$ cat config.mk
export PLATFORM = sky130hd
export DESIGN_NAME = rmq_div_stage
export DESIGN_NICKNAME = d
export VERILOG_FILES = /design/src/rtl/core/rmq_pkg.sv /design/src/rtl/core/rmq_div_stage.sv
export SDC_FILE = /design/constraint.sdc
export NUM_CORES = 1
export LEC_CHECK = 0
export BUFFER_PORTS_ARGS = -buffer_cell sky130_fd_sc_hd__buf_2
export CAP_MARGIN = 10
export CORE_MARGIN = 2
export CORE_UTILIZATION = 44
export DETAILED_ROUTE_END_ITERATION = 6
export PLACE_DENSITY = 0.74
export SYNTH_ARGS = -nofsm -noshare
export SYNTH_HDL_FRONTEND = slang
export SYNTH_SLANG_ARGS = --single-unit
$ cat constraint.sdc
create_clock -name i_clk -period 8.55 [get_ports i_clk]
set_input_delay 1.2825 -clock i_clk [delete_from_list [all_inputs] [get_ports i_clk]]
set_output_delay 1.2825 -clock i_clk [all_outputs]
set_load 0.02 [all_outputs]
$ cat src/rtl/core/rmq_pkg.sv
// Shared types and constants of the rotation matrix to quaternion pipeline.
`default_nettype none
package rmq_pkg;
    localparam int FRAC_BITS = 14;
    localparam int ELEM_W    = 16;
    localparam int OUT_W     = 16;
    localparam int RAD_W     = ((FRAC_BITS + 1 > ELEM_W) ? FRAC_BITS + 1 : ELEM_W) + 2;
    localparam int NUM_W     = ELEM_W + 1;
    localparam int SQ_IN_W   = RAD_W - 1 + FRAC_BITS + 2;
    localparam int SQ_PAD    = SQ_IN_W + (SQ_IN_W % 2);
    localparam int S_W       = SQ_PAD / 2;
    localparam int DIV_W     = NUM_W + FRAC_BITS + 1;
    localparam int NSTAGE    = S_W + DIV_W + 3;

    typedef enum logic [1:0] {
        BR_TRACE = 2'd0,
        BR_X     = 2'd1,
        BR_Y     = 2'd2,
        BR_Z     = 2'd3
    } t_branch;

    typedef struct packed {
        t_branch                    br;
        logic                       inv;
        logic [2:0]                 neg;
        logic [2:0][NUM_W-1:0]      mag;
    } t_side;

    typedef struct packed {
        t_side                      side;
        logic [SQ_PAD-1:0]          rad;
        logic [S_W-1:0]             root;
        logic [S_W:0]               rem;
    } t_sq;

    typedef struct packed {
        t_branch                    br;
        logic                       inv;
        logic [2:0]                 neg;
        logic [S_W-1:0]             s;
        logic [S_W-1:0]             main;
        logic [2:0][DIV_W-1:0]      dvd;
        logic [2:0][S_W-1:0]        rem;
    } t_dv;
endpackage
`default_nettype wire

$ cat src/rtl/core/rmq_div_stage.sv
// One quotient bit of the three parallel restoring dividers.
`default_nettype none
module rmq_div_stage import rmq_pkg::*; (
    input  wire logic i_clk,
    input  wire logic i_en,
    input  t_dv       i_dv,
    output t_dv       o_dv
);
    logic [S_W:0] rem2;
    logic [S_W:0] sx;
    logic         ge;
    t_dv          r_dv, n_dv;

    always_comb begin
        n_dv = i_dv;
        sx   = {1'b0, i_dv.s};
        rem2 = '0;
        ge   = 1'b0;
        for (int k = 0; k < 3; k++) begin
            rem2        = {i_dv.rem[k], i_dv.dvd[k][DIV_W-1]};
            ge          = (rem2 >= sx);
            n_dv.rem[k] = ge ? S_W'(rem2 - sx) : rem2[S_W-1:0];
            n_dv.dvd[k] = {i_dv.dvd[k][DIV_W-2:0], ge};
        end
    end

    always_ff @(posedge i_clk) begin
        if (i_en) begin
            r_dv <= n_dv;
        end
    end

    assign o_dv = r_dv;
endmodule
`default_nettype wire

After elaboration in Yosys (flattened, before gate mapping)
Index checks and enable logic that the tools add are counted.
{"block": "totals", "register_bits": 187, "latchBits": 0, "ramBits": 0, "mem_bits_ro": 0, "output_inout_bits": 187, "elab_cells": 20, "memories": 0}
{"block": "op_classes", "n_addsub": 3, "multipliers": 0, "div_mod_pow": 0, "order_cmp": 3, "n_eq_ne": 0, "shifts": 0, "muxes": 3, "bitwise_logic": 0, "reduce_logical": 0}
{"op": "$ge A18 B17 Y1", "n": 3}
{"op": "$mux W17", "n": 3}
{"op": "$sub A17 B17 Y17", "n": 3}

Longest topological paths before layout
Gate-level depths: netlist (run 1).
{"block": "logic_depth", "ltp_word": 2, "ltp_mapped": 12}

Worst setup path after synthesis (run 1)
No wires, ideal clock.
{"block": "synth_path", "path_type": "input to register", "startpoint": "in i_dv[146] in the netlist's numbering", "endpoint": "reg r_dv, in the netlist o_dv[35] (data pin)", "t_arrival_ps": 3339, "t_required_ps": 8290, "path_slack_ps": 4951, "stages": 10, "n_path_buf": 1, "path_cell_list": "inv_1 > ha_1 > inv_1 > fa_1 > a21o_1 > a221o_1 > a211oi_2 > o21a_2 > buf_4 > mux2_2"}
{"item": "start, declared", "line_no": "rmq_div_stage.sv:6", "rtl": "input t_dv i_dv,"}
{"item": "end signal, assigned", "line_no": "rmq_div_stage.sv:29", "rtl": "r_dv <= n_dv;"}
{"item": "end, declared", "line_no": "rmq_div_stage.sv:12", "rtl": "t_dv r_dv, n_dv;"}

==> results of run 1 <==
-- cells in the final DEF, fill, tap and decap left out, drive strengths merged, types with 6 or more instances in the layout --
master,count
buf,375
edfxtp,187
ha,51
inv,44
nand2,42
o21ai,41
a21oi,39
nor2,37
mux2,34
clkbuf,18
nand3,16
xnor2,16
xor2,16
a21o,13
nand4,11
a31oi,9
o21a,7
nor3,6
o211ai,6
-- stage by stage --
step	cell area [um^2]	cells	hold slack (ns)
global placement	11100	1286	1.46
detailed placement	11100	1286	1.46
global route	11700	1317	1.00
floorplan	9020	655	1.38
finish	11700	1317	1.02
CTS	11700	1317	1.01
-- how the worst max path moves through the flow --
stage	start	to	depth (start not counted)
3_3_place_gp	i_dv[165]	o_dv[18]	9
3_5_place_dp	i_dv[165]	o_dv[18]	9
4_1_cts	i_dv[165]	o_dv[18]	9
6_report	i_dv[146]	o_dv[35]	10
2_1_floorplan	i_dv[146]	o_dv[35]	10
5_1_grt	i_dv[165]	o_dv[21]	9
-- layout make-up --
class,count,share of cell area
Timing Repair Buffer,376,0.162
Multi-Input combinational cell,418,0.270
Sequential cell,187,0.479
Inverter,35,0.0112
Clock buffer,17,0.0363
Clock inverter,14,0.0126
Tap cell,270,0.0288
-- per-layer routing --
metal	vias to the layer above	global-route usage	share of wire
met3	41	0.0531	0.068
li1	3288	-	-
met1	3362	0.277	0.39
met5	-	0	0.0010
met2	287	0.408	0.51
met4	4	0.0841	0.027
-- power by group --
group          switching [mW]  internal [mW]  total [mW]
logic                   0.355          0.220       0.575
registers              0.0218           1.12        1.14
clock network           0.388          0.390       0.778
-- critical path, cell delays in order --
cell and delay [ns]:
buf_2 0.11, inv_1 0.05, ha_1 0.16, inv_1 0.05, fa_1 0.40, a21o_1 0.22
a221o_1 0.37, a211oi_2 0.27, o21a_2 0.55, mux2_2 0.39
-- cell families (layout without fill, tap and decap cells) --
family          count (synthesis)  in the layout  synth area share
mux                            39             39            0.0542
fa+ha+maj                      54             54            0.0774
xor+xnor                       32             32            0.0311
simple gates                  139            139            0.0734
flops                         187            187             0.623
compound gates                154            154             0.115
buf+inv                        50            442            0.0261
==> out/qor.txt, run 1 <==
CP Launch Type - input port
worst hold stages - 1
fin crit period - 3.67 ns
Async SR Flop Fraction - 0
Rel. slew slack - 0.254
CTS Hold Buffers Added - 0
worst setup margin - 4.88 ns
Final Util - 0.581
routability cong. - 0.965
# Post-CTS Setup Buffers - 0
Slew @ Worst Pin - 1.12 ns
root buffer cell - clkbuf_16
crit path DAT - 3.86 ns
Avg WL per Cell - 19.9 um
synth cell count leaders - edfxtp_1 (187), ha_1 (51), nand2_1 (41)
setup TNS - 0 ns
Max Root-Sink Buffers - 2
Pins Over Slew Limit - 0
row count - 52
TritonCTS clock tree - yes
register bit total from synthesis - 187
Post-CTS Resized - 0
Area growth syn-to-layout - 29.9%
largest net degree at the start of global routing - 103
Die Y - 147 um
overall power - 2.50 mW
multi-input logic area - 3170 um^2
Seq/Total Area, Yosys - 0.623
Tcrit/Tclk final - 0.430
number of global-route vias before repair - 6659
hold_sp - i_dv[89]
share of layout cells above drive strength 1 - 0.435
yosys warns - 0
average cell area after synthesis - 13.8 um^2
# setup viols final - 0
outcome - finished clean
WL final - 26200 um
top post-synthesis cells by area - edfxtp_1 (62%), ha_1 (7.1%), mux2_4 (2.5%)
most frequent cell after synthesis - edfxtp_1
final net count - 1278
H-tree depth - 4
post-place setup slack - 4.41 ns
DRT Pass-1 Iters - 6
critical path class - in -> reg
CP Capture Type - flip-flop
Required @ worst endpoint - 8.73 ns
Synth cell types - 68
grt ovf - 0
Cell Pwr Density - 213 nW/um^2
hold crit path type - in -> reg
cts bufs inserted - 17
Max Fclk - 272 MHz
Fill cells - 1702
RSZ-0062 raised after global routing - no
Syn Std Cell Area - 9020 um^2
Crit Path Max Fanout - 30
Detail Route Antenna Nets - 0
post-DP HPWL - 20400 um
Residual DRC - 0
initial antenna violation count - 4
worst IR drop on VDD - 0.000141 V
hold endpoint - o_dv[90]
final hold vios - 0
Ports - 376
register area - 5620 um^2
antenna fix cells - 0
Starting Density - 0.447
via density per instance - 5.30
first-pass GRT wire length - 37600 um
Largest register FFs - 187
Clk pin slew, worst setup/hold paths - 0.08 ns
core area - 20200 um^2
Synth area leader - edfxtp_1
die area - 21700 um^2
Synth Net Count - 898
via count - 6982
CTS sink count - 187
Post-synth EDFFs - 187
area share of the largest cell type after synthesis - 0.623
LEAKAGE - 5.13 nW
Syn Inst Count - 655
1st-iter DRT viols - 516
Die W - 147 um
ys flop type - edfxtp_1
Port-buffer cells - 375
gr usage total - 0.231
Max Cap Viol - 0
No activity file was read; power rests on OpenSTA's default activity.
==> run 2: changes to the inputs <==
--- a/config.mk
+++ b/config.mk
@@ -5,12 +5,13 @@
 export SDC_FILE = /design/constraint.sdc
 export NUM_CORES = 1
 export LEC_CHECK = 0
+export ABC_AREA = 1
 export BUFFER_PORTS_ARGS = -buffer_cell sky130_fd_sc_hd__buf_2
 export CAP_MARGIN = 10
 export CORE_MARGIN = 2
 export CORE_UTILIZATION = 44
 export DETAILED_ROUTE_END_ITERATION = 6
-export PLACE_DENSITY = 0.74
+export PLACE_DENSITY = 0.73
 export SYNTH_ARGS = -nofsm -noshare
 export SYNTH_HDL_FRONTEND = slang
 export SYNTH_SLANG_ARGS = --single-unit
==> constraint.sdc (replaced) <==
create_clock -name i_clk -period 3.59 [get_ports i_clk]
set_input_delay 0.5385 -clock i_clk [delete_from_list [all_inputs] [get_ports i_clk]]
set_output_delay 0.5385 -clock i_clk [all_outputs]
set_load 0.02 [all_outputs]
==> run 2 against run 1 <==
Net effect: clock-buffer cell count increased by 1; critical path depth increased by 3; global-route usage increased by 3.4 points; critical endpoint is now o_dv[40]; die area up 8.2%; largest power group unchanged; synthesized cell count rose by 58%; combinational power is 150% higher; non-clock buffer count increased by 4.
==> out/qor.txt, run 2 <==
setup TNS - 0 ns (unchanged)
Fill cells - 1943 (+14%)
CP max stage delay - 0.35 ns (-0.20 ns)
initial antenna violation count - 4 (unchanged)
crit path DAT - 2.47 ns (-1.39 ns)
Final Cell Area - 12600 um^2 (+7.4%)
final hold vios - 0 (unchanged)
Avg WL per Cell - 18.5 um (-7.0%)
Critical Path Slowest Stage Cell - ha_1
crit-path cells - buf_2, inv_1, ha_1, nand2_1, nand2_1, nand2_1, nand2_1, inv_2, nand3_2, nand2_2, nand2_4, nand2_1, nand2_1
worst path bufs/invs - 3 (unchanged)
# setup viols final - 0 (unchanged)
grt ovf - 0 (unchanged)
fin crit period - 2.29 ns
top post-synthesis cells by area - edfxtp_1 (57%), nand2_1 (15%), ha_1 (6.5%)
dpl cell area - 12000 um^2 (+7.6%)
die area - 23400 um^2 (+8.2%)
Clk pin slew, worst setup/hold paths - 0.08 ns (about the same)
Detail Route Antenna Nets - 0 (unchanged)
1st-iter DRT viols - 605 (+17%)
routed length on met1 - 12700 um (+25%)
Pins Over Slew Limit - 0 (unchanged)
Slew @ Worst Pin - 0.495 ns (-0.622 ns)
Starting Density - 0.448 (+0.00102)
via density per instance - 4.92 (-7.2%)
Cell Pwr Density - 477 nW/um^2 (+120%)
WL final - 31800 um (+22%)
first-pass GRT wire length - 46800 um (+25%)
Max Root-Sink Buffers - 2 (unchanged)
WL met3 - 2530 um (+42%)
worst IR drop on VDD - 0.000254 V (+80%)
Post-synth EDFFs - 187 (unchanged)
synth cell count leaders - nand2_1 (389), edfxtp_1 (187), inv_1 (168)
outcome - finished clean
Residual DRC - 0 (unchanged)
critical path's most frequent cell - nand2_1
via count - 8458 (+21%)
H-tree depth - 4 (unchanged)
CP Launch Type - input port
overall power - 6.00 mW (+140%)
average cell area after synthesis - 9.47 um^2 (-31%)
Ports - 376 (unchanged)
Final Instance Count excl. Fillers - 1720 (+31%)
register bit total from synthesis - 187 (unchanged)
CTS sink count - 187 (unchanged)
DR WL met2 - 15800 um (+18%)
register area - 5620 um^2 (unchanged)
most common cell after layout, fill and taps aside - nand2_1
Critical Path Stages - 13 (+3)
Die Y - 153 um (+4.0%)
post-place setup slack - 0.806 ns (-3.60 ns)
routability cong. - 0.939 (-2.7%)
cell family with most CP delay - simple AND/OR/NAND/NOR gates
post-DP HPWL - 25500 um (+25%)
Area growth syn-to-layout - 28.7%
Max Fclk - 437 MHz
yosys warns - 0 (unchanged)
CP Capture Type - flip-flop
number of global-route vias before repair - 8032 (+21%)
Placed Cells incl. Taps - 1684 (+31%)
hold endpoint - o_dv[102]
multi-input logic area - 3450 um^2 (+8.8%)
gr usage total - 0.265 (+0.0336)
Seq/Total Area, Yosys - 0.574 (-0.0485)
hold crit path type - in -> reg
hold_sp - i_dv[101]
Crit Path Max Fanout - 18 (-40%)
TritonCTS clock tree - yes
Largest register FFs - 187 (unchanged)
LEAKAGE - 6.52 nW (+27%)
critical path class - in -> reg
cts bufs inserted - 17 (unchanged)
Port-buffer cells - 375 (unchanged)
max layer used - met4
RSZ-0062 raised after global routing - no
Rel. slew slack - 0.670 (+0.416)
most frequent cell after synthesis - nand2_1
final net count - 1666 (+30%)
Die W - 153 um (+4.0%)
row count - 54 (+3.8%)
Synth cell types - 30 (-56%)
most frequent cells in the layout - nand2_1 (389), buf_2 (374), edfxtp_1 (187)
share of layout cells above drive strength 1 - 0.308 (-0.127)
Required @ worst endpoint - 3.78 ns (-4.95 ns)
worst hold stages - 1 (unchanged)
Synth area leader - edfxtp_1
worst setup margin - 1.30 ns (-3.57 ns)
core area - 21800 um^2 (+8.2%)
largest net degree at the start of global routing - 77 (-25%)
DRT Pass-1 Iters - 5 (-1)
Max Cap Viol - 0 (unchanged)
Post-CTS Resized - 0 (unchanged)
Async SR Flop Fraction - 0 (unchanged)
# Post-CTS Setup Buffers - 0 (unchanged)
Synth Net Count - 1276 (+42%)
CTS Hold Buffers Added - 0 (unchanged)
root buffer cell - clkbuf_16
ys flop type - edfxtp_1
Syn Std Cell Area - 9780 um^2 (+8.4%)
area share of the largest cell type after synthesis - 0.574 (-0.0485)
Syn Inst Count - 1033 (+58%)
Tcrit/Tclk final - 0.637
-- run 2: power by group --
group	internal, mW	switching [mW]	total (mW)	leakage, nW
logic	0.457	0.951	1.41	4.41
clock network	0.932	0.943	1.87	0.283
registers	2.66	0.0576	2.72	1.83
-- run 2: final cells by class --
class / instances / area share
Clock inverter: 14 / 0.0121
Multi-Input combinational cell: 665 / 0.274
Timing Repair Buffer: 380 / 0.154
Sequential cell: 187 / 0.446
Inverter: 172 / 0.0513
Clock buffer: 18 / 0.0341
Tap cell: 280 / 0.0278
Antenna cell: 4 / 0.000795
-- run 2: cell families (layout without fill, tap and decap cells) --
kind of cell	Yosys count	in the layout	share of synthesized area
other	0	4	0
xor gates and xnor gates	21	21	0.0188
DFF	187	187	0.574
and+or+nand+nor	561	561	0.247
adders and majority gates	54	54	0.0714
AOI/OAI and AO/OA	29	29	0.0159
buffers and inverters	181	584	0.0733
-- run 2: worst max-delay path by stage --
stage / slack (ns) / to / from
2_1_floorplan: 1.34 / o_dv[2] / i_dv[82]
3_3_place_gp: 0.82 / o_dv[44] / i_dv[171]
3_5_place_dp: 0.81 / o_dv[36] / i_dv[171]
4_1_cts: 1.27 / o_dv[37] / i_dv[171]
5_1_grt: 1.11 / o_dv[44] / i_dv[173]
6_report: 1.30 / o_dv[40] / i_dv[171]
-- run 2: per-stage QoR --
step	utilization	hold slack, ns
6_report	0.577	0.262
5_1_grt	0.576	0.253
4_1_cts	0.576	0.255
3_5_place_dp	0.550	0.717
3_3_place_gp	0.550	0.715
2_1_floorplan	-	0.637
-- run 2: metal layers --
metal / vias to the layer above / GRT usage
met2: 342 / 0.460
met4: 0 / 0.0736
met3: 47 / 0.0680
li1: 4131 / -
met5: - / 0
met1: 3938 / 0.328
