### src/rtl/core/rmq_pkg.sv
// Shared types and constants of the rotation matrix to quaternion pipeline.
`default_nettype none
package rmq_pkg;
    localparam int FRAC_BITS = 14;
    localparam int ELEM_W    = 16;
    localparam int OUT_W     = 16;
    localparam int RAD_W     = ((FRAC_BITS + 1 > ELEM_W) ? FRAC_BITS + 1 : ELEM_W) + 2;
    localparam int NUM_W     = ELEM_W + 1;
    localparam int SQ_IN_W   = RAD_W - 1 + FRAC_BITS + 2;
    localparam int SQ_PAD    = SQ_IN_W + (SQ_IN_W % 2);
    localparam int S_W       = SQ_PAD / 2;
    localparam int DIV_W     = NUM_W + FRAC_BITS + 1;
    localparam int NSTAGE    = S_W + DIV_W + 3;

    typedef enum logic [1:0] {
        BR_TRACE = 2'd0,
        BR_X     = 2'd1,
        BR_Y     = 2'd2,
        BR_Z     = 2'd3
    } t_branch;

    typedef struct packed {
        t_branch                    br;
        logic                       inv;
        logic [2:0]                 neg;
        logic [2:0][NUM_W-1:0]      mag;
    } t_side;

    typedef struct packed {
        t_side                      side;
        logic [SQ_PAD-1:0]          rad;
        logic [S_W-1:0]             root;
        logic [S_W:0]               rem;
    } t_sq;

    typedef struct packed {
        t_branch                    br;
        logic                       inv;
        logic [2:0]                 neg;
        logic [S_W-1:0]             s;
        logic [S_W-1:0]             main;
        logic [2:0][DIV_W-1:0]      dvd;
        logic [2:0][S_W-1:0]        rem;
    } t_dv;
endpackage
`default_nettype wire

### src/rtl/core/rmq_div_prep.sv
// Main component and rounded dividends from the root.
`default_nettype none
module rmq_div_prep import rmq_pkg::*; (
    input  wire logic i_clk,
    input  wire logic i_en,
    input  t_sq       i_sq,
    output t_dv       o_dv
);
    logic [S_W:0] s_p2;
    t_dv          r_dv, n_dv;

    always_comb begin
        s_p2       = (S_W + 1)'(i_sq.root) + (S_W + 1)'(2);
        n_dv.br    = i_sq.side.br;
        n_dv.inv   = i_sq.side.inv;
        n_dv.neg   = i_sq.side.neg;
        n_dv.s     = i_sq.root;
        n_dv.main  = S_W'(s_p2 >> 2);
        for (int k = 0; k < 3; k++) begin
            n_dv.dvd[k] = DIV_W'({i_sq.side.mag[k], FRAC_BITS'(0)})
                        + DIV_W'(i_sq.root >> 1);
            n_dv.rem[k] = '0;
        end
    end

    always_ff @(posedge i_clk) begin
        if (i_en) begin
            r_dv <= n_dv;
        end
    end

    assign o_dv = r_dv;
endmodule
`default_nettype wire

### config.mk
export PLATFORM = sky130hd
export DESIGN_NAME = rmq_div_prep
export DESIGN_NICKNAME = d
export VERILOG_FILES = /design/src/rtl/core/rmq_pkg.sv /design/src/rtl/core/rmq_div_prep.sv
export SDC_FILE = /design/constraint.sdc
export NUM_CORES = 1
export LEC_CHECK = 0
export ABC_AREA = 1
export BUFFER_PORTS_ARGS = -buffer_cell sky130_fd_sc_hd__clkbuf_2
export CAP_MARGIN = 20
export CORE_AREA = 2 2 121 123
export CTS_BUF_LIST = sky130_fd_sc_hd__clkbuf_2 sky130_fd_sc_hd__clkbuf_4 sky130_fd_sc_hd__clkbuf_8
export DETAILED_ROUTE_END_ITERATION = 8
export DIE_AREA = 0 0 123 125
export PLACE_DENSITY_LB_ADDON = 0.15
export SETUP_SLACK_MARGIN = 0.02
export SYNTH_ARGS = -nofsm -noshare
export SYNTH_HDL_FRONTEND = slang
export SYNTH_SLANG_ARGS = --single-unit
### constraint.sdc
create_clock -name i_clk -period 2.35 [get_ports i_clk]
set_input_delay 0.705 -clock i_clk [delete_from_list [all_inputs] [get_ports i_clk]]
set_output_delay 0.705 -clock i_clk [all_outputs]
set_load 0.02 [all_outputs]
After elaboration in Yosys (flattened, before gate mapping)
Index checks and enable logic that the tools add are counted.
{"block": "totals", "latch_bits": 0, "word_cells": 12, "memories": 0, "ram_bits": 0, "input_bits": 128, "register_bits": 135, "output_inout_bits": 187, "rom_bits": 0}
{"block": "op_classes", "reduce_logical": 0, "order_cmp": 0, "n_addsub": 4, "bitwise": 0, "mux": 0, "n_mul": 0, "div_mod_pow": 0, "n_eq_ne": 0, "shifts": 0}
{"cell": "31-bit by 16-bit adder with 32-bit output", "n": 3}
{"cell": "17-bit by 2-bit adder with 18-bit output, second input constant", "n": 1}

Depth between registers and ports, before layout
Gate-level depths: netlist of run 1.
{"block": "depth", "ltp_word": 1, "mapped_depth": 9, "mapped_depth_nobuf": 9}

Least setup slack after synthesis of run 1
Ideal clock, no wire load.
{"block": "synth_timing", "path_kind": "input -> register", "start": "input i_sq[33] (netlist bit)", "end": "register r_dv, in the netlist o_dv[143], data pin", "slack_ps": 306, "arrival_ps": 1786, "cell_stages": 7, "n_path_buf": 0, "setup_time_ps": 258, "t_required_ps": 2092, "path_cell_list": "ha_1 > inv_1 > fa_1 > nor2_2 > nand2_1 > o21ai_0 > nand2_1"}
{"element": "start, declared", "line": "rmq_div_prep.sv:6", "rtl": "input t_sq i_sq,"}
{"element": "end signal, assigned", "line": "rmq_div_prep.sv:28", "rtl": "r_dv <= n_dv;"}
{"element": "end, declared", "line": "rmq_div_prep.sv:10", "rtl": "t_dv r_dv, n_dv;"}

==> flow_summary_export.csv, run 1 <==
group,metric,value,unit
timing,period_minus_slack,1.97,ns
worst_hold_path,worstHoldStart,"i_sq[124]",
setup_path,cp_max_fo,4,
clock_network,clock_sink_count,93,
detailed_routing,drt-wirelength-per-cell,12.4,um
logic_synthesis,ys_warn_count,0,
timing,max_freq,507,MHz
finish,stdcell_area,0.00635,mm2
die,die_area,0.0154,mm2
finish,layout-drive-gt1-share,35.0,%
clock_network,clk_pin_slew_worst_paths,0.09,ns
die,start_util,36.9,%
setup_path,start_kind,"input pin",
detailed_routing,wirelength,11400,um
clock_network,cts.root.buffer_cell,"clkbuf_8",
timing,rsz0062_at_grt,"false",
place,dpl_worst_slack,-0.0432,ns
clock_network,cts_resized,0,
worst_hold_path,min_to,"o_dv[185]",
grt,grt_pass1_vias,3524,
place,portBuffers,210,
timing,maxSlewViolCount,0,
logic_synthesis,synth-seq-area-share,53.3,%
die,dieHeight,125,um
die,rows,44,
setup_path,critPathMaxStageDelay,0.40,ns
timing,hold_violations,0,
grt,antenna_found_initial,0,
timing,worst_hold_slack,0.501,ns
setup_path,critPathKind,"input pin to flip-flop",
grt,track_usage,14.8,%
worst_hold_path,whs_path_depth,1,
detailed_routing,ant_nets,0,
finish,num_antenna_cells,0,
setup_path,endpoint_kind,"flip-flop",
setup_path,worstPathArrival,2.10,ns
clock_network,holdBufCountCts,0,
job,cap_viol_max_count,0,
finish,area_growth,21.3,%
clock_network,cts_max_level,3,
setup_path,cpMostUsedCell,"nand2_1",
logic_synthesis,synthCells,541,
die,core,0.0142,mm2
timing,fin_ws,0.377,ns
place,gp_congestion,0.902,
die,io_pins,315,
logic_synthesis,yosysTopAreaCellShare,53.3,%
logic_synthesis,avgSynthCellArea,9.68,um2
detailed_routing,drcViolationCount,0,
setup_path,cp.required,2.48,ns
worst_hold_path,hold_class,"input pin to flip-flop",
finish,finalNonFillerCells,921,
logic_synthesis,yosysTopAreaCell,"edfxtp_1",
clock_network,postCtsSetupRepairBufs,0,
clock_network,cts_buffer_depth,2,
logic_synthesis,synth.distinct_cells,20,
grt,overflow,0,
timing,fin_crit_sh,83.9,%
detailed_routing,vias,3946,
power,p_per_area,645,mW/mm2
logic_synthesis,synthesis.area,0.00524,mm2
finish,layout.nets,870,
grt,grt_pass1_wl,17400,um
detailed_routing,drt-pass1-iter-count,4,
clock_network,cts_buffers,9,
place,placed_cells,905,
setup_path,worstPathCellList,"clkbuf_2 > ha_1 > inv_1 > fa_1 > nor2_2 > nand2_1 > o21ai_0 > nand2_1",
finish,utilization,44.7,%
logic_synthesis,synth_area_leaders,"edfxtp_1 (53%), buf_4 (13%), nand2_1 (9.7%)",
clock_network,cts_tree,"built",
setup_path,slowest_stage,"fa_1",
die,fp.dieW,123,um
detailed_routing,detail_route.iter0.violations,152,
place,place_area,0.00613,mm2
timing,setup_viol,0,
power,irDropWorstVdd,275,uV
finish,largest_reg_flops,93,
status,outcome,"finished, final reports clean",
power,p_leak,0.00302,uW
logic_synthesis,ys_ff_latch,93,
grt,grt_max_degree,35,
detailed_routing,vias_per_cell,4.28,
place,hpwl,9200,um
cell families after synthesis:
logic type / share of synthesized area (%)
other: 0.0716
adder cells (fa/ha/maj): 2.82
XOR/XNOR: 5.02
AND/OR/NAND/NOR: 20.3
AO/OA/AOI/OAI: 1.53
buffers and inverters: 16.9
flip-flops: 53.3
layout make-up:
class                           instances  area [um2]
Timing Repair Buffer                  223        1180
Fill cell                            1412        7850
Multi-Input combinational cell        357        1750
Sequential cell                        93        2790
Tap cell                              184         230
Clock inverter                          7        98.8
Clock buffer                            9         124
Inverter                               48         180
cells in the mapped netlist:
cell,count
nand3b_1,1
nand2_2,10
edfxtp_1,93
inv_1,48
buf_4,94
nor2_2,6
o21ai_0,8
fa_1,3
xnor2_1,19
nand3_1,20
nand2_4,1
nor3_1,3
nor2_4,2
nor2_1,57
xor2_1,11
nand4_1,14
conb_1,1
nand2_1,135
ha_1,7
o21ai_1,8
power by group:
part           leakage (uW)  internal [uW]  switching (uW)
clock              0.000110            604             594
sequential         0.000909           1990            51.6
combinational       0.00200            256             603
layout by cell type (no fill, tap or decap):
cell type	netlist	layout
clkbuf_2	0	209
nand2_1	135	135
edfxtp_1	93	93
nor2_1	57	57
conb_1	1	52
inv_1	48	48
nand3_1	20	20
xnor2_1	19	19
nand4_1	14	14
buf_4	94	12
xor2_1	11	11
nand2_2	10	10
clkbuf_8	0	9
o21ai_0	8	8
o21ai_1	8	8
ha_1	7	7
nor2_2	6	6
nor3_1	3	3
fa_1	3	3
nor2_4	2	2
bufinv_16	0	2
clkinv_4	0	2
buf_12	0	2
nand3b_1	1	1
nand2_4	1	1
inv_6	0	1
clkinv_2	0	1
clkinvlp_4	0	1
critical path: cells and delay by family:
kind,cells,cell delay [ns]
AOI/OAI and AO/OA,1,0.17
adders and majority gates,2,0.61
buffers and inverters,2,0.25
and+or+nand+nor,3,0.37
through the flow:
stage	power (uW)	setup TNS [ns]
2_1_floorplan	2700	0
3_3_place_gp	2940	-0.103
3_5_place_dp	2950	-0.246
4_1_cts	4160	0
5_1_grt	4310	0
6_report	4100	0
layer usage:
| metal | part of all wire (%) | vias up | routed length [um] | global-route usage (%) |
|---|---|---|---|---|
| met2 | 50 | 161 | 5710 | 25.3 |
| met4 | 1.9 | 0 | 214 | 6.55 |
| li1 | - | 1996 | - | - |
| met5 | 0 | - | 0 | 0 |
| met1 | 41 | 1775 | 4720 | 18.0 |
| met3 | 6.9 | 14 | 788 | 3.06 |
worst max-delay path by stage:
| stage | startpoint | endpoint | cells past startpoint |
|---|---|---|---|
| final | i_sq[33] | o_dv[143] | 8 |
| after global routing | i_sq[33] | o_dv[145] | 8 |
| after CTS | i_sq[33] | o_dv[145] | 8 |
| after detailed placement | i_sq[33] | o_dv[145] | 8 |
| after global placement | i_sq[33] | o_dv[145] | 8 |
| after floorplan | i_sq[33] | o_dv[143] | 7 |
No activity file was read; power rests on OpenSTA's default activity.
==> run 2, diff against run 1 <==
--- a/config.mk
+++ b/config.mk
@@ -5,7 +5,7 @@
 export SDC_FILE = /design/constraint.sdc
 export NUM_CORES = 1
 export LEC_CHECK = 0
-export ABC_AREA = 1
+export ABC_AREA = 0
 export BUFFER_PORTS_ARGS = -buffer_cell sky130_fd_sc_hd__clkbuf_2
 export CAP_MARGIN = 20
 export CORE_AREA = 2 2 121 123
==> constraint.sdc (replaced) <==
create_clock -name i_clk -period 1.7 [get_ports i_clk]
set_input_delay 0.51 -clock i_clk [delete_from_list [all_inputs] [get_ports i_clk]]
set_output_delay 0.51 -clock i_clk [all_outputs]
set_load 0.02 [all_outputs]
==> run 2 against run 1 <==
  * First-iteration DRC count rose by 9.2%
  * Worst setup slack got worse by 0.36 ns
  * Global-route usage fell by 2.2 points
  * Power rose by 34%
  * Critical path type unchanged
  * Design area fell by 2.2%
  * Largest power group unchanged
  * Synthesized cell count fell by 32%
  * Synthesized area fell by 9.4%
  * Combinational power rose by 37%
  * Cell count fell by 15%
  * Critical path depth fell by 1
==> flow_summary_export.csv, run 2 <==
group,metric,value,unit
setup_path,cp.required,1.82,ns
clock_network,cts_buffers,9,
logic_synthesis,synth-seq-area-share,58.9,%
timing,setup_viol,0,
grt,grt_pass1_wl,14900,um
status,outcome,"finished, final reports clean",
place,hpwl,7750,um
setup_path,worst-path-buf-inv,2,
detailed_routing,drt-wirelength-per-cell,12.5,um
die,die_area,0.0154,mm2
die,core,0.0142,mm2
logic_synthesis,synthFlopType,"edfxtp_1",
grt,grt_pass1_vias,2987,
clock_network,cts.root.buffer_cell,"clkbuf_8",
logic_synthesis,yosys.area_share.adder,3.11,%
clock_network,cts_max_level,3,
setup_path,start_kind,"input pin",
timing,maxSlewViolCount,0,
logic_synthesis,yosysTopAreaCell,"edfxtp_1",
setup_path,endpoint_kind,"flip-flop",
clock_network,cts_tree,"built",
setup_path,worstPathArrival,1.80,ns
clock_network,cts_buffer_depth,2,
setup_path,cp_top_family,"adder cells",
clock_network,clock_sink_count,93,
clock_network,holdBufCountCts,0,
grt,antenna_found_initial,0,
job,cap_viol_max_count,0,
logic_synthesis,yosys.area_share.simple,10.9,%
grt,grt_max_degree,55,
logic_synthesis,synthCells,369,
finish,final_common_cell,"clkbuf_2",
die,fp.dieW,123,um
worst_hold_path,hold_class,"input pin to flip-flop",
finish,finalNonFillerCells,783,
logic_synthesis,synthesis.area,0.00474,mm2
logic_synthesis,ys_ff_latch,93,
die,dieHeight,125,um
finish,stdcell_area,0.00621,mm2
logic_synthesis,synth_top_family_by_area,"buffers and inverters",
grt,overflow,0,
timing,fin_crit_sh,98.8,%
logic_synthesis,avgSynthCellArea,12.9,um2
logic_synthesis,synth_compound_area_share,0.316,%
finish,largest_reg_flops,93,
die,rows,44,
timing,hold_violations,0,
finish,layout.nets,732,
setup_path,critPathKind,"input pin to flip-flop",
logic_synthesis,synthXorXnorAreaFrac,10.9,%
timing,tns,0,ns
die,start_util,33.4,%
place,place_area,0.00596,mm2
detailed_routing,vias,3242,
logic_synthesis,synth_commonest_cells,"buf_4 (94), edfxtp_1 (93), xnor2_1 (43), nand2_1 (21), nand3_1 (21)",
setup_path,critPathMaxStageDelay,0.38,ns
finish,layout_common_cells,"clkbuf_2 (207), edfxtp_1 (93), conb_1 (52)",
logic_synthesis,yosysTopAreaCellShare,58.9,%
place,placed_cells,766,
finish,num_antenna_cells,0,
logic_synthesis,synth_area_leaders,"edfxtp_1 (59%), buf_4 (15%), xnor2_1 (7.9%)",
grt,track_usage,12.7,%
timing,rsz0062_at_grt,"true",
power,irDropWorstVdd,310,uV
finish,utilization,43.8,%
logic_synthesis,synthArstFlopShare,0,%
logic_synthesis,synth.area.mux_share,0,%
power,p_per_area,884,mW/mm2
timing,period_minus_slack,1.68,ns
setup_path,cp_max_fo,4,
detailed_routing,drt-pass1-iter-count,4,
detailed_routing,vias_per_cell,4.14,
timing,fin_ws,0.0203,ns
finish,layout-drive-gt1-share,49.1,%
finish,area_growth,31.0,%
logic_synthesis,synth.distinct_cells,24,
clock_network,clk_pin_slew_worst_paths,0.09,ns
logic_synthesis,synth_edf_count,93,
logic_synthesis,synth.most_common_cell,"buf_4",
die,io_pins,315,
logic_synthesis,ys_warn_count,0,
setup_path,worstPathCellList,"buf_8 > ha_4 > inv_2 > fa_2 > or3_4 > nor4_4 > xor2_1",
detailed_routing,wirelength,9780,um
place,dpl_worst_slack,-0.526,ns
place,portBuffers,210,
detailed_routing,drcViolationCount,0,
power,p_leak,0.00276,uW
setup_path,slowest_stage,"fa_2",
place,gp_congestion,0.742,
detailed_routing,ant_nets,0,
detailed_routing,detail_route.iter0.violations,166,
timing,max_freq,595,MHz
run 2: path summary, 6_finish.rpt:
| check | from | to | depth (start not counted) |
|---|---|---|---|
| hold / removal | i_sq[123] | o_dv[184] | 1 |
| setup / recovery | i_sq[33] | o_dv[145] | 7 |
run 2: logic make-up (layout without fill, tap and decap cells):
kind of cell | count (synthesis) | after routing
adder cells (fa/ha/maj) | 10 | 10
XOR/XNOR | 59 | 59
AND/OR/NAND/NOR | 97 | 97
other | 1 | 52
AO/OA/AOI/OAI | 3 | 3
buffers and inverters | 106 | 285
flip-flops | 93 | 93
run 2: metrics by stage:
step	hold WS (ns)	total power (uW)
floorplan	0.609	3680
global placement	0.687	4040
detailed placement	0.689	4050
CTS	0.281	5580
global route	0.287	5770
finish	0.311	5500
run 2: cell type report:
type                    count  area, um2
fillers                  1381       7990
flip-flops and latches     93       2790
multi-input cells         221       1480
repair buffers            257       1470
well taps                 184        230
clock buffers              10        131
clock inverters             6       62.6
inverters                  12       48.8
run 2: metal layers:
metal  part of all wire (%)  global-route usage [%]  vias up
met5                      0                       0        -
met4                    2.0                    6.02        0
met3                    8.5                    2.78       11
met2                     48                    20.6      161
met1                     41                    15.9     1482
li1                       -                       -     1588
run 2: repair_timing:
| action | CTS | global route |
|---|---|---|
| gates resized for setup | 6 | 8 |
| hold endpoints to repair | 0 | 0 |
| endpoints found under the setup margin | 15 | 17 |
| setup buffers | 1 | 0 |
| pin swaps | 3 | 3 |
run 2: where the power goes:
group / internal [uW] / total, uW / switching (uW)
clock: 695 / 1500 / 806
sequential: 2750 / 2810 / 68.7
combinational: 402 / 1180 / 779
total: 3840 / 5500 / 1650
