$ cat src/rtl/core/rmq_pkg.sv
// Shared types and constants of the rotation matrix to quaternion pipeline.
`default_nettype none
package rmq_pkg;
    localparam int FRAC_BITS = 14;
    localparam int ELEM_W    = 16;
    localparam int OUT_W     = 16;
    localparam int RAD_W     = ((FRAC_BITS + 1 > ELEM_W) ? FRAC_BITS + 1 : ELEM_W) + 2;
    localparam int NUM_W     = ELEM_W + 1;
    localparam int SQ_IN_W   = RAD_W - 1 + FRAC_BITS + 2;
    localparam int SQ_PAD    = SQ_IN_W + (SQ_IN_W % 2);
    localparam int S_W       = SQ_PAD / 2;
    localparam int DIV_W     = NUM_W + FRAC_BITS + 1;
    localparam int NSTAGE    = S_W + DIV_W + 3;

    typedef enum logic [1:0] {
        BR_TRACE = 2'd0,
        BR_X     = 2'd1,
        BR_Y     = 2'd2,
        BR_Z     = 2'd3
    } t_branch;

    typedef struct packed {
        t_branch                    br;
        logic                       inv;
        logic [2:0]                 neg;
        logic [2:0][NUM_W-1:0]      mag;
    } t_side;

    typedef struct packed {
        t_side                      side;
        logic [SQ_PAD-1:0]          rad;
        logic [S_W-1:0]             root;
        logic [S_W:0]               rem;
    } t_sq;

    typedef struct packed {
        t_branch                    br;
        logic                       inv;
        logic [2:0]                 neg;
        logic [S_W-1:0]             s;
        logic [S_W-1:0]             main;
        logic [2:0][DIV_W-1:0]      dvd;
        logic [2:0][S_W-1:0]        rem;
    } t_dv;
endpackage
`default_nettype wire

$ cat src/rtl/core/rmq_front.sv
// Branch choice, radicand and numerators of one matrix.
`default_nettype none
module rmq_front import rmq_pkg::*; (
    input  wire logic                     i_clk,
    input  wire logic                     i_en,
    input  wire logic signed [ELEM_W-1:0] i_a00,
    input  wire logic signed [ELEM_W-1:0] i_a01,
    input  wire logic signed [ELEM_W-1:0] i_a02,
    input  wire logic signed [ELEM_W-1:0] i_a10,
    input  wire logic signed [ELEM_W-1:0] i_a11,
    input  wire logic signed [ELEM_W-1:0] i_a12,
    input  wire logic signed [ELEM_W-1:0] i_a20,
    input  wire logic signed [ELEM_W-1:0] i_a21,
    input  wire logic signed [ELEM_W-1:0] i_a22,
    output t_sq                           o_sq
);
    localparam logic signed [RAD_W-1:0] ONE = RAD_W'(1) <<< FRAC_BITS;

    logic signed [RAD_W-1:0] a00, a11, a22, tr, rad;
    logic signed [NUM_W-1:0] n0, n1, n2;
    logic signed [NUM_W-1:0] e01, e02, e10, e12, e20, e21;
    logic [2:0][NUM_W-1:0]   nv;
    t_branch                 br;
    logic                    inv;
    t_sq                     r_sq, n_sq;

    always_comb begin
        a00 = RAD_W'(i_a00);
        a11 = RAD_W'(i_a11);
        a22 = RAD_W'(i_a22);
        e01 = NUM_W'(i_a01);
        e02 = NUM_W'(i_a02);
        e10 = NUM_W'(i_a10);
        e12 = NUM_W'(i_a12);
        e20 = NUM_W'(i_a20);
        e21 = NUM_W'(i_a21);
        tr  = a00 + a11 + a22;
        if (tr > 0) begin
            br  = BR_TRACE;
            rad = tr + ONE;
            n0  = e21 - e12;
            n1  = e02 - e20;
            n2  = e10 - e01;
        end else if (i_a00 > i_a11 && i_a00 > i_a22) begin
            br  = BR_X;
            rad = ONE + a00 - a11 - a22;
            n0  = e21 - e12;
            n1  = e01 + e10;
            n2  = e02 + e20;
        end else if (i_a11 > i_a22) begin
            br  = BR_Y;
            rad = ONE + a11 - a00 - a22;
            n0  = e02 - e20;
            n1  = e01 + e10;
            n2  = e12 + e21;
        end else begin
            br  = BR_Z;
            rad = ONE + a22 - a00 - a11;
            n0  = e10 - e01;
            n1  = e02 + e20;
            n2  = e12 + e21;
        end
        inv = (rad <= 0);
        nv  = {n2, n1, n0};
        n_sq.side.br  = br;
        n_sq.side.inv = inv;
        for (int k = 0; k < 3; k++) begin
            n_sq.side.neg[k] = nv[k][NUM_W-1];
            n_sq.side.mag[k] = nv[k][NUM_W-1] ? NUM_W'(-nv[k]) : nv[k];
        end
        n_sq.rad  = inv ? '0
                  : SQ_PAD'({rad[RAD_W-2:0], (FRAC_BITS + 2)'(0)});
        n_sq.root = '0;
        n_sq.rem  = '0;
    end

    always_ff @(posedge i_clk) begin
        if (i_en) begin
            r_sq <= n_sq;
        end
    end

    assign o_sq = r_sq;
endmodule
`default_nettype wire

$ cat config.mk
export PLATFORM = sky130hd
export DESIGN_NAME = rmq_front
export DESIGN_NICKNAME = d
export VERILOG_FILES = /design/src/rtl/core/rmq_pkg.sv /design/src/rtl/core/rmq_front.sv
export SDC_FILE = /design/constraint.sdc
export NUM_CORES = 1
export LEC_CHECK = 0
export ABC_CLOCK_PERIOD_IN_PS = 11800
export BUFFER_PORTS_ARGS = -buffer_cell sky130_fd_sc_hd__buf_2
export CAP_MARGIN = 20
export CORE_MARGIN = 1
export CORE_UTILIZATION = 50
export DETAILED_ROUTE_END_ITERATION = 12
export GPL_ROUTABILITY_DRIVEN = 0
export GPL_TIMING_DRIVEN = 0
export PLACE_DENSITY = 0.74
export SLEW_MARGIN = 25
export SYNTH_ARGS = -nofsm -noshare
export SYNTH_HDL_FRONTEND = slang
export SYNTH_SLANG_ARGS = --single-unit
$ cat constraint.sdc
create_clock -name i_clk -period 11.8 [get_ports i_clk]
set_input_delay 3.54 -clock i_clk [delete_from_list [all_inputs] [get_ports i_clk]]
set_output_delay 3.54 -clock i_clk [all_outputs]
set_load 0.01 [all_outputs]
# Word level (Yosys, flattened, before mapping)
# Index checks and enable logic that the tools add are counted.
[word_totals] reg_bits=91 elab_cells=56
[classes] magnitude_cmp=5 n_reduce_logical=2 n_mux=16 addsub=21
[ops] op="$mux W17" n=8
[ops] op="$add A16 B16 Y17" n=4
[ops] op="$mux W18" n=3
[ops] op="$sub A17 B16 Y18" n=3
[ops] op="$sub A18 B16 Y18" n=3
[ops] op="$add A16 B16 Y17 const A" n=3
[ops] op="$neg A17 Y17" n=3
[ops] op="$sub A16 B16 Y17" n=3
[ops] op="$gt A16 B16 Y1" n=3
[ops] op="$mux W16" n=3
[ops] op="$add A17 B16 Y18" n=1
[ops] op="$add A18 B16 Y18 const B" n=1
[ops] op="$gt A18 B1 Y1 const B" n=1
[ops] op="$le A18 B1 Y1 const B" n=1
[ops] op="$mux W1" n=2
[ops] op="$reduce_or A2 Y1" n=1
[ops] op="$logic_and A1 B1 Y1" n=1

# Depth between registers and ports, before layout
# Gate-level depths: netlist (run 1).
[logic_depth] ltp_word=7 ltp_mapped=33

# Least setup slack after synthesis (run 1)
# No wires, ideal clock.
[synth_timing] kind="in2reg" start="input i_a00[1]" end="register r_sq (netlist bit o_sq[83]) (data pin)" path_buffers=3 arrival_ps=9128 required_ps=11536 path_stages=29 setup_slack_ps=2407 path_cell_list="fa_1 ha_1 fa_1 and3_1 o221a_2 nor2_4 a31oi_1 o21ai_1 nor2_1 o21ai_0 nand2b_1 xnor2_1 ha_1 nand4b_1 nor4_1 nor4b_4 and3_1 buf_6 o21ai_2 buf_2 clkbuf_1 o21a_1 inv_1 ha_1 or3b_2 mux2i_1 nand2b_1 o31ai_1 xnor2_1"
[synth_lines] item="start, declared" line_no="rmq_front.sv:6" text="input wire logic signed [ELEM_W-1:0] i_a00,"
[synth_lines] item="end signal, assigned" line_no="rmq_front.sv:79" text="r_sq <= n_sq;"
[synth_lines] item="end, declared" line_no="rmq_front.sv:25" text="t_sq r_sq, n_sq;"

==> summary.md, run 1 <==
| Metric | Value |
|---|---|
| Status | completed |
| Synth Cell Area | roughly 17000 um^2 |
| Slew Limit Fails | 0 |
| Remaining global-route overflow | 0 |
| Critical Path Sink Type | flip-flop |
| Worst EP required | 11.97 ns |
| PortBufs | 219 |
| Top-area cell type share of the netlist area | between 20% and 30% |
| Tot Pwr | 2.84 mW |
| Unique cell type count in the Yosys netlist | 89 |
| Die Area | between 30000 and 40000 um^2 |
| Core area | roughly 33000 um^2 |
| Synth warnings | 0 |
| Number of synthesized flops with an enable pin | between 70 and 80 |
| Hold Crit Class | in2reg |
| CTS Root Cell | clkbuf_16 |
| Top_reg_cell synth | edfxtp_1 |
| First-pass DRT Iterations | 6 |
| CTS tree | built |
| Die height | 186 um |
| Seq/Total Area, Yosys | 13.1% |
| Tmin final | 11.12 ns |
| Num CTS Buffers | 9 |
| Initial Utilization | 50.7% |
| Overall global routing resource usage | 30.1% |
| Area Growth Syn to Fin | 12.8% |
| Hold path depth | 1 |
| Cts hold-fix bufs | 0 |
| Syn Inst Count | ~2000 |
| Final ANT Viol Nets | 0 |
| Largest net degree at the start of global routing | 53 |
| Asr flop ratio synth | 0% |
| Slowest Stage Delay on Critical Path | 0.86 ns |
| Final Cycle Share | 94.2% |
| First-pass GRT wire length | 79800 um |
| Chip Width | 186 um |
| Post-DP HPWL | 44200 um |
| CP Class | in2reg |
| Setup TNS | 0 ns |
| Syn_area_per_cell | between 8 and 9 um^2 |
| Via density per instance | 5.84 |
| H-tree levels | 3 |
| # clock sinks | 74 |
| Post-place setup slack | 0.595 ns |
| Post-cts sizing count | 0 |
| Static Leak | 9.11 nW |
| Detailed Route Iter0 Violations | 1695 |
| CP dominant cell by count | ha_1 |
| Worst-path fanout max | 10 |
| Max reg flops | 74 |
| Max Cap Violations | 0 |
| Max-Slew Margin vs Limit | 32.7% |
| RSZ-0062 raised after global routing | false |
| Worst path slowest cell | nor4_1 |
| Vias | 16200 |
| Worst setup SP type | primary input |
| Post-synth top cells | ha_1 (294), inv_1 (210), nor2_1 (155) |
| Hold Fails Final Rpt | 0 |
| Final worst slack | 0.684 ns |
| Hold path start | i_en |
| Worst-Margin Slew | approximately 1 ns |
| Initial antenna violation count | 1 |
| Hold Crit Endpoint | o_sq[114] |
| Setup Buffers After CTS | 0 |
| Dominant cell type by area after synthesis | ha_1 |
| Longest Clk Path Bufs | 2 |
| # DRC | 0 |
| Critical Path AT | 11.28 ns |
| Row count | 67 |
| Final wirelength | 52900 um |
| Maximum vdd ir drop | 0.0788 mV |
| Largest cells by area after synthesis | ha_1 (22%), edfxtp_1 (13%), fa_1 (9.2%) |
| Layout net count | 2847 |
| Count leader, synth | ha_1 |
| Number of global-route vias before repair | 15000 |
| Layout cell share with drive strength beyond 1 | 15.3% |
| Synth Register Bits | 74 |
| Clock Pin Slew Worst Setup and Hold Paths | 0.06 ns |
| Setup violators final | 0 |
| I/O Pins | 272 |
| DR WL/cell | 19.0 um |
| F_max | 90.0 MHz |
| Power per cell area | 149 nW/um^2 |
-- how the worst max path moves through the flow --
stage | depth (start not counted) | from | to
after floorplan | 29 | i_a00[1] | o_sq[83]
after global placement | 30 | i_a00[1] | o_sq[96]
after detailed placement | 30 | i_a00[1] | o_sq[96]
after CTS | 30 | i_a00[1] | o_sq[96]
after global routing | 32 | i_a00[0] | o_sq[98]
final | 30 | i_a00[1] | o_sq[96]
-- cells by family after synthesis --
kind of cell	Yosys count	synth area share, %
muxes	39	2.38
and+or+nand+nor	551	16.2
adders and majority gates	372	30.9
DFF	74	13.1
buffers and inverters	336	8.94
xor gates and xnor gates	169	8.73
other	1	0.0221
AOI/OAI and AO/OA	505	19.7
-- where the power goes --
group | switching (mW) | internal, mW | total, mW | leakage [nW]
registers | 0.0446 | 0.469 | 0.514 | 0.721
clock network | 0.129 | 0.164 | 0.293 | 0.133
logic | 1.28 | 0.754 | 2.04 | 8.25
total | 1.46 | 1.39 | 2.84 | 9.11
-- worst max-delay path, delay by kind of cell --
family	cells	cell delay, ns
adder cells (fa/ha/maj)	5	1.62
multiplexers	1	0.16
XOR/XNOR	2	0.64
AO/OA/AOI/OAI	5	1.04
buffers and inverters	6	1.32
AND/OR/NAND/NOR	11	2.97
-- stage by stage --
stage | hold slack [ns] | utilization [%] | cell area [um^2] | instances
floorplan | 3.65 | - | 17100 | 2098
global placement | 3.95 | 56.2 | 18800 | 2765
detailed placement | 3.95 | 56.3 | 18800 | 2766
CTS | 3.61 | 57.2 | 19100 | 2782
global route | 3.62 | 57.2 | 19100 | 2782
finish | 3.61 | 57.2 | 19100 | 2783
-- layout by cell type, fill, tap and decap left out, types with 14 or more instances in the layout --
master / synthesis / routed
o21ai_0: 101 / 101
a21oi_1: 134 / 134
nor3_1: 52 / 52
nand2_1: 127 / 127
clkbuf_1: 45 / 46
nor2b_1: 35 / 35
buf_2: 14 / 232
mux2i_1: 31 / 31
xnor2_1: 108 / 108
edfxtp_1: 74 / 74
a31oi_1: 25 / 25
a21o_1: 24 / 24
and3_1: 14 / 14
buf_4: 55 / 56
inv_1: 210 / 210
nand3_1: 34 / 34
o21a_1: 22 / 22
xor2_1: 61 / 61
and2_1: 15 / 15
ha_1: 294 / 294
o21bai_1: 20 / 20
conb_1: 1 / 52
a211oi_1: 31 / 31
fa_1: 78 / 78
o31ai_1: 24 / 24
or3_1: 14 / 14
nand2b_1: 32 / 32
o211ai_1: 15 / 15
nor2_1: 155 / 155
-- area by class of cell --
| cell class | count | area (um^2) |
|---|---|---|
| diodes | 1 | 2.50 |
| flip-flops and latches | 74 | 2220 |
| multi-input cells | 1688 | 13400 |
| well taps | 448 | 561 |
| repair buffers | 220 | 1130 |
| fillers | 3016 | 14300 |
| clock inverters | 6 | 65.1 |
| inverters | 213 | 800 |
| plain buffers | 123 | 717 |
| clock buffers | 10 | 229 |
-- layer usage --
metal	share of wire, %	track usage, %	up-vias	wire length (um)
met2	44	46.9	980	23100
met3	9.9	4.56	155	5240
met1	42	41.3	7537	22300
met4	4.3	13.3	0	2260
met5	0	0	-	0
li1	-	-	7573	-
Note: power is estimated with default switching activity, not from simulation.
==> run 2, diff against run 1 <==
CORE_ASPECT_RATIO = 0.75   (was default)
GPL_TIMING_DRIVEN = default   (was 0)
SLEW_MARGIN = 20   (was 25)
==> run 2 against run 1 <==
Global-route usage shrank 0.35 points. Critical path depth is 3 lower. Flip-flop and latch count unchanged. Sequential power increased by 4%. Highest routed layer unchanged.
==> summary.md, run 2 (synthesis results as in run 1) <==
| Metric | Value |
|---|---|
| Number of global-route vias before repair | 14200 |
| Maximum vdd ir drop | 0.0757 mV |
| Final wirelength | 52700 um |
| CTS tree | built |
| Critical Path AT | 10.77 ns |
| Post-DP HPWL | between 40000 and 50000 um |
| CTS Root Cell | clkbuf_16 |
| Critical Path Sink Type | flip-flop |
| Longest Clk Path Bufs | 2 |
| Remaining global-route overflow | 0 |
| Final Cycle Share | between 90 and 100% |
| Vias | about 16000 |
| Hold Crit Class | in2reg |
| CP dominant cell by count | ha_1 |
| F_max | around 94 MHz |
| Status | completed |
| Via density per instance | 5.83 |
| Num CTS Buffers | 9 |
| Die Area | 34700 um^2 |
| Design area | about 19000 um^2 |
| Commonest non-fill, non-tap cell in the layout | ha_1 |
| Layout net count | 2735 |
| Multi-input logic area | 13400 um^2 |
| Post-DP Area | 18200 um^2 |
| Layout cell share with drive strength beyond 1 | 13.5% |
| First-pass GRT wire length | a little over 80000 um |
| Die height | 161 um |
| Worst path slowest cell | nor4_1 |
| Worst-Margin Slew | 1.08 ns |
| Detailed Route Iter0 Violations | 1834 |
| CP Class | in2reg |
| Hold path start | i_en |
| Initial antenna violation count | 1 |
| Hold path depth | 1 |
| Final ANT Viol Nets | 0 |
| Largest net degree at the start of global routing | 75 |
| PortBufs | 219 |
| Hold Crit Endpoint | o_sq[80] |
| Overall global routing resource usage | about 30% |
| Max reg flops | 74 |
| Setup violators final | 0 |
| Post-cts sizing count | 0 |
| Initial Utilization | 50.7% |
| Core area | 33500 um^2 |
| Clock Pin Slew Worst Setup and Hold Paths | around 0.070 ns |
| Area Growth Syn to Fin | 9.35% |
| Fill cells | 3084 |
| Max Cap Violations | 0 |
| Max-Slew Margin vs Limit | roughly 27% |
| FF/Latch Area | 2220 um^2 |
| Worst-path fanout max | 31 |
| Hold Fails Final Rpt | 0 |
| Slowest Stage Delay on Critical Path | ~0.8 ns |
| Worst EP required | 11.90 ns |
| Chip Width | 215 um |
| RSZ-0062 raised after global routing | false |
| H-tree levels | 3 |
| Worst setup SP type | primary input |
| Row count | 58 |
| Crit path from | i_a00[1] |
| Setup Buffers After CTS | 0 |
| Cts hold-fix bufs | 0 |
| I/O Pins | 272 |
| Most frequent cells in the layout | ha_1 (294), buf_2 (218), inv_1 (210) |
| # clock sinks | 74 |
| Static Leak | 8.75 nW |
| Power per cell area | about 150 nW/um^2 |
| # DRC | 0 |
| Slew Limit Fails | 0 |
| Setup TNS | 0 ns |
| First-pass DRT Iterations | 6 |
| DR WL/cell | 19.7 um |
| Tmin final | 10.68 ns |
run 2: worst max-delay path: cells and delay by family:
| kind | cells | cell delay [ns] |
|---|---|---|
| buffers and inverters | 3 | 0.32 |
| xor gates and xnor gates | 2 | 0.47 |
| muxes | 1 | 0.17 |
| adders and majority gates | 5 | 1.69 |
| AOI/OAI and AO/OA | 5 | 1.08 |
| and+or+nand+nor | 11 | 3.51 |
run 2: how the worst max path moves through the flow:
| stage | to | cells after the start |
|---|---|---|
| 3_5_place_dp | o_sq[100] | 27 |
| 4_1_cts | o_sq[100] | 27 |
| 2_1_floorplan | o_sq[83] | 29 |
| 6_report | o_sq[100] | 27 |
| 5_1_grt | o_sq[100] | 27 |
| 3_3_place_gp | o_sq[100] | 27 |
run 2: per-layer routing:
layer	wire length (um)	up-vias	track usage, %
met2	20400	839	40.7
met4	962	0	5.88
li1	-	7355	-
met5	0	-	0
met1	24700	7318	46.1
met3	6680	74	7.66
run 2: cell type report:
class                           count  share of cell area [%]
Multi-Input combinational cell   1688                    72.5
Timing Repair Buffer              231                    6.41
Antenna cell                        1                  0.0135
Clock buffer                        9                    1.21
Tap cell                          450                    3.04
Inverter                          213                    4.31
Sequential cell                    74                    12.0
Clock inverter                      7                   0.540
run 2: where the power goes:
| part | switching [mW] | internal, mW | total (mW) | leakage [nW] |
|---|---|---|---|---|
| Sequential | 0.0627 | 0.471 | 0.534 | 0.721 |
| Clock | 0.121 | 0.187 | 0.308 | 0.160 |
| Combinational | 1.22 | 0.736 | 1.95 | 7.87 |
| Total | 1.40 | 1.39 | 2.79 | 8.75 |
run 2: per-stage QoR:
step | setup WS (ns) | power [mW] | hold WS, ns | std cells | util (%)
2_1_floorplan | 2.41 | 1.83 | 3.65 | 2098 | -
3_3_place_gp | 1.55 | 2.39 | 3.95 | 2656 | 54.4
3_5_place_dp | 1.07 | 2.42 | 3.95 | 2656 | 54.4
4_1_cts | 1.34 | 2.74 | 3.89 | 2672 | 55.4
5_1_grt | 0.902 | 2.97 | 3.92 | 2672 | 55.4
6_report | 1.12 | 2.79 | 3.89 | 2673 | 55.4
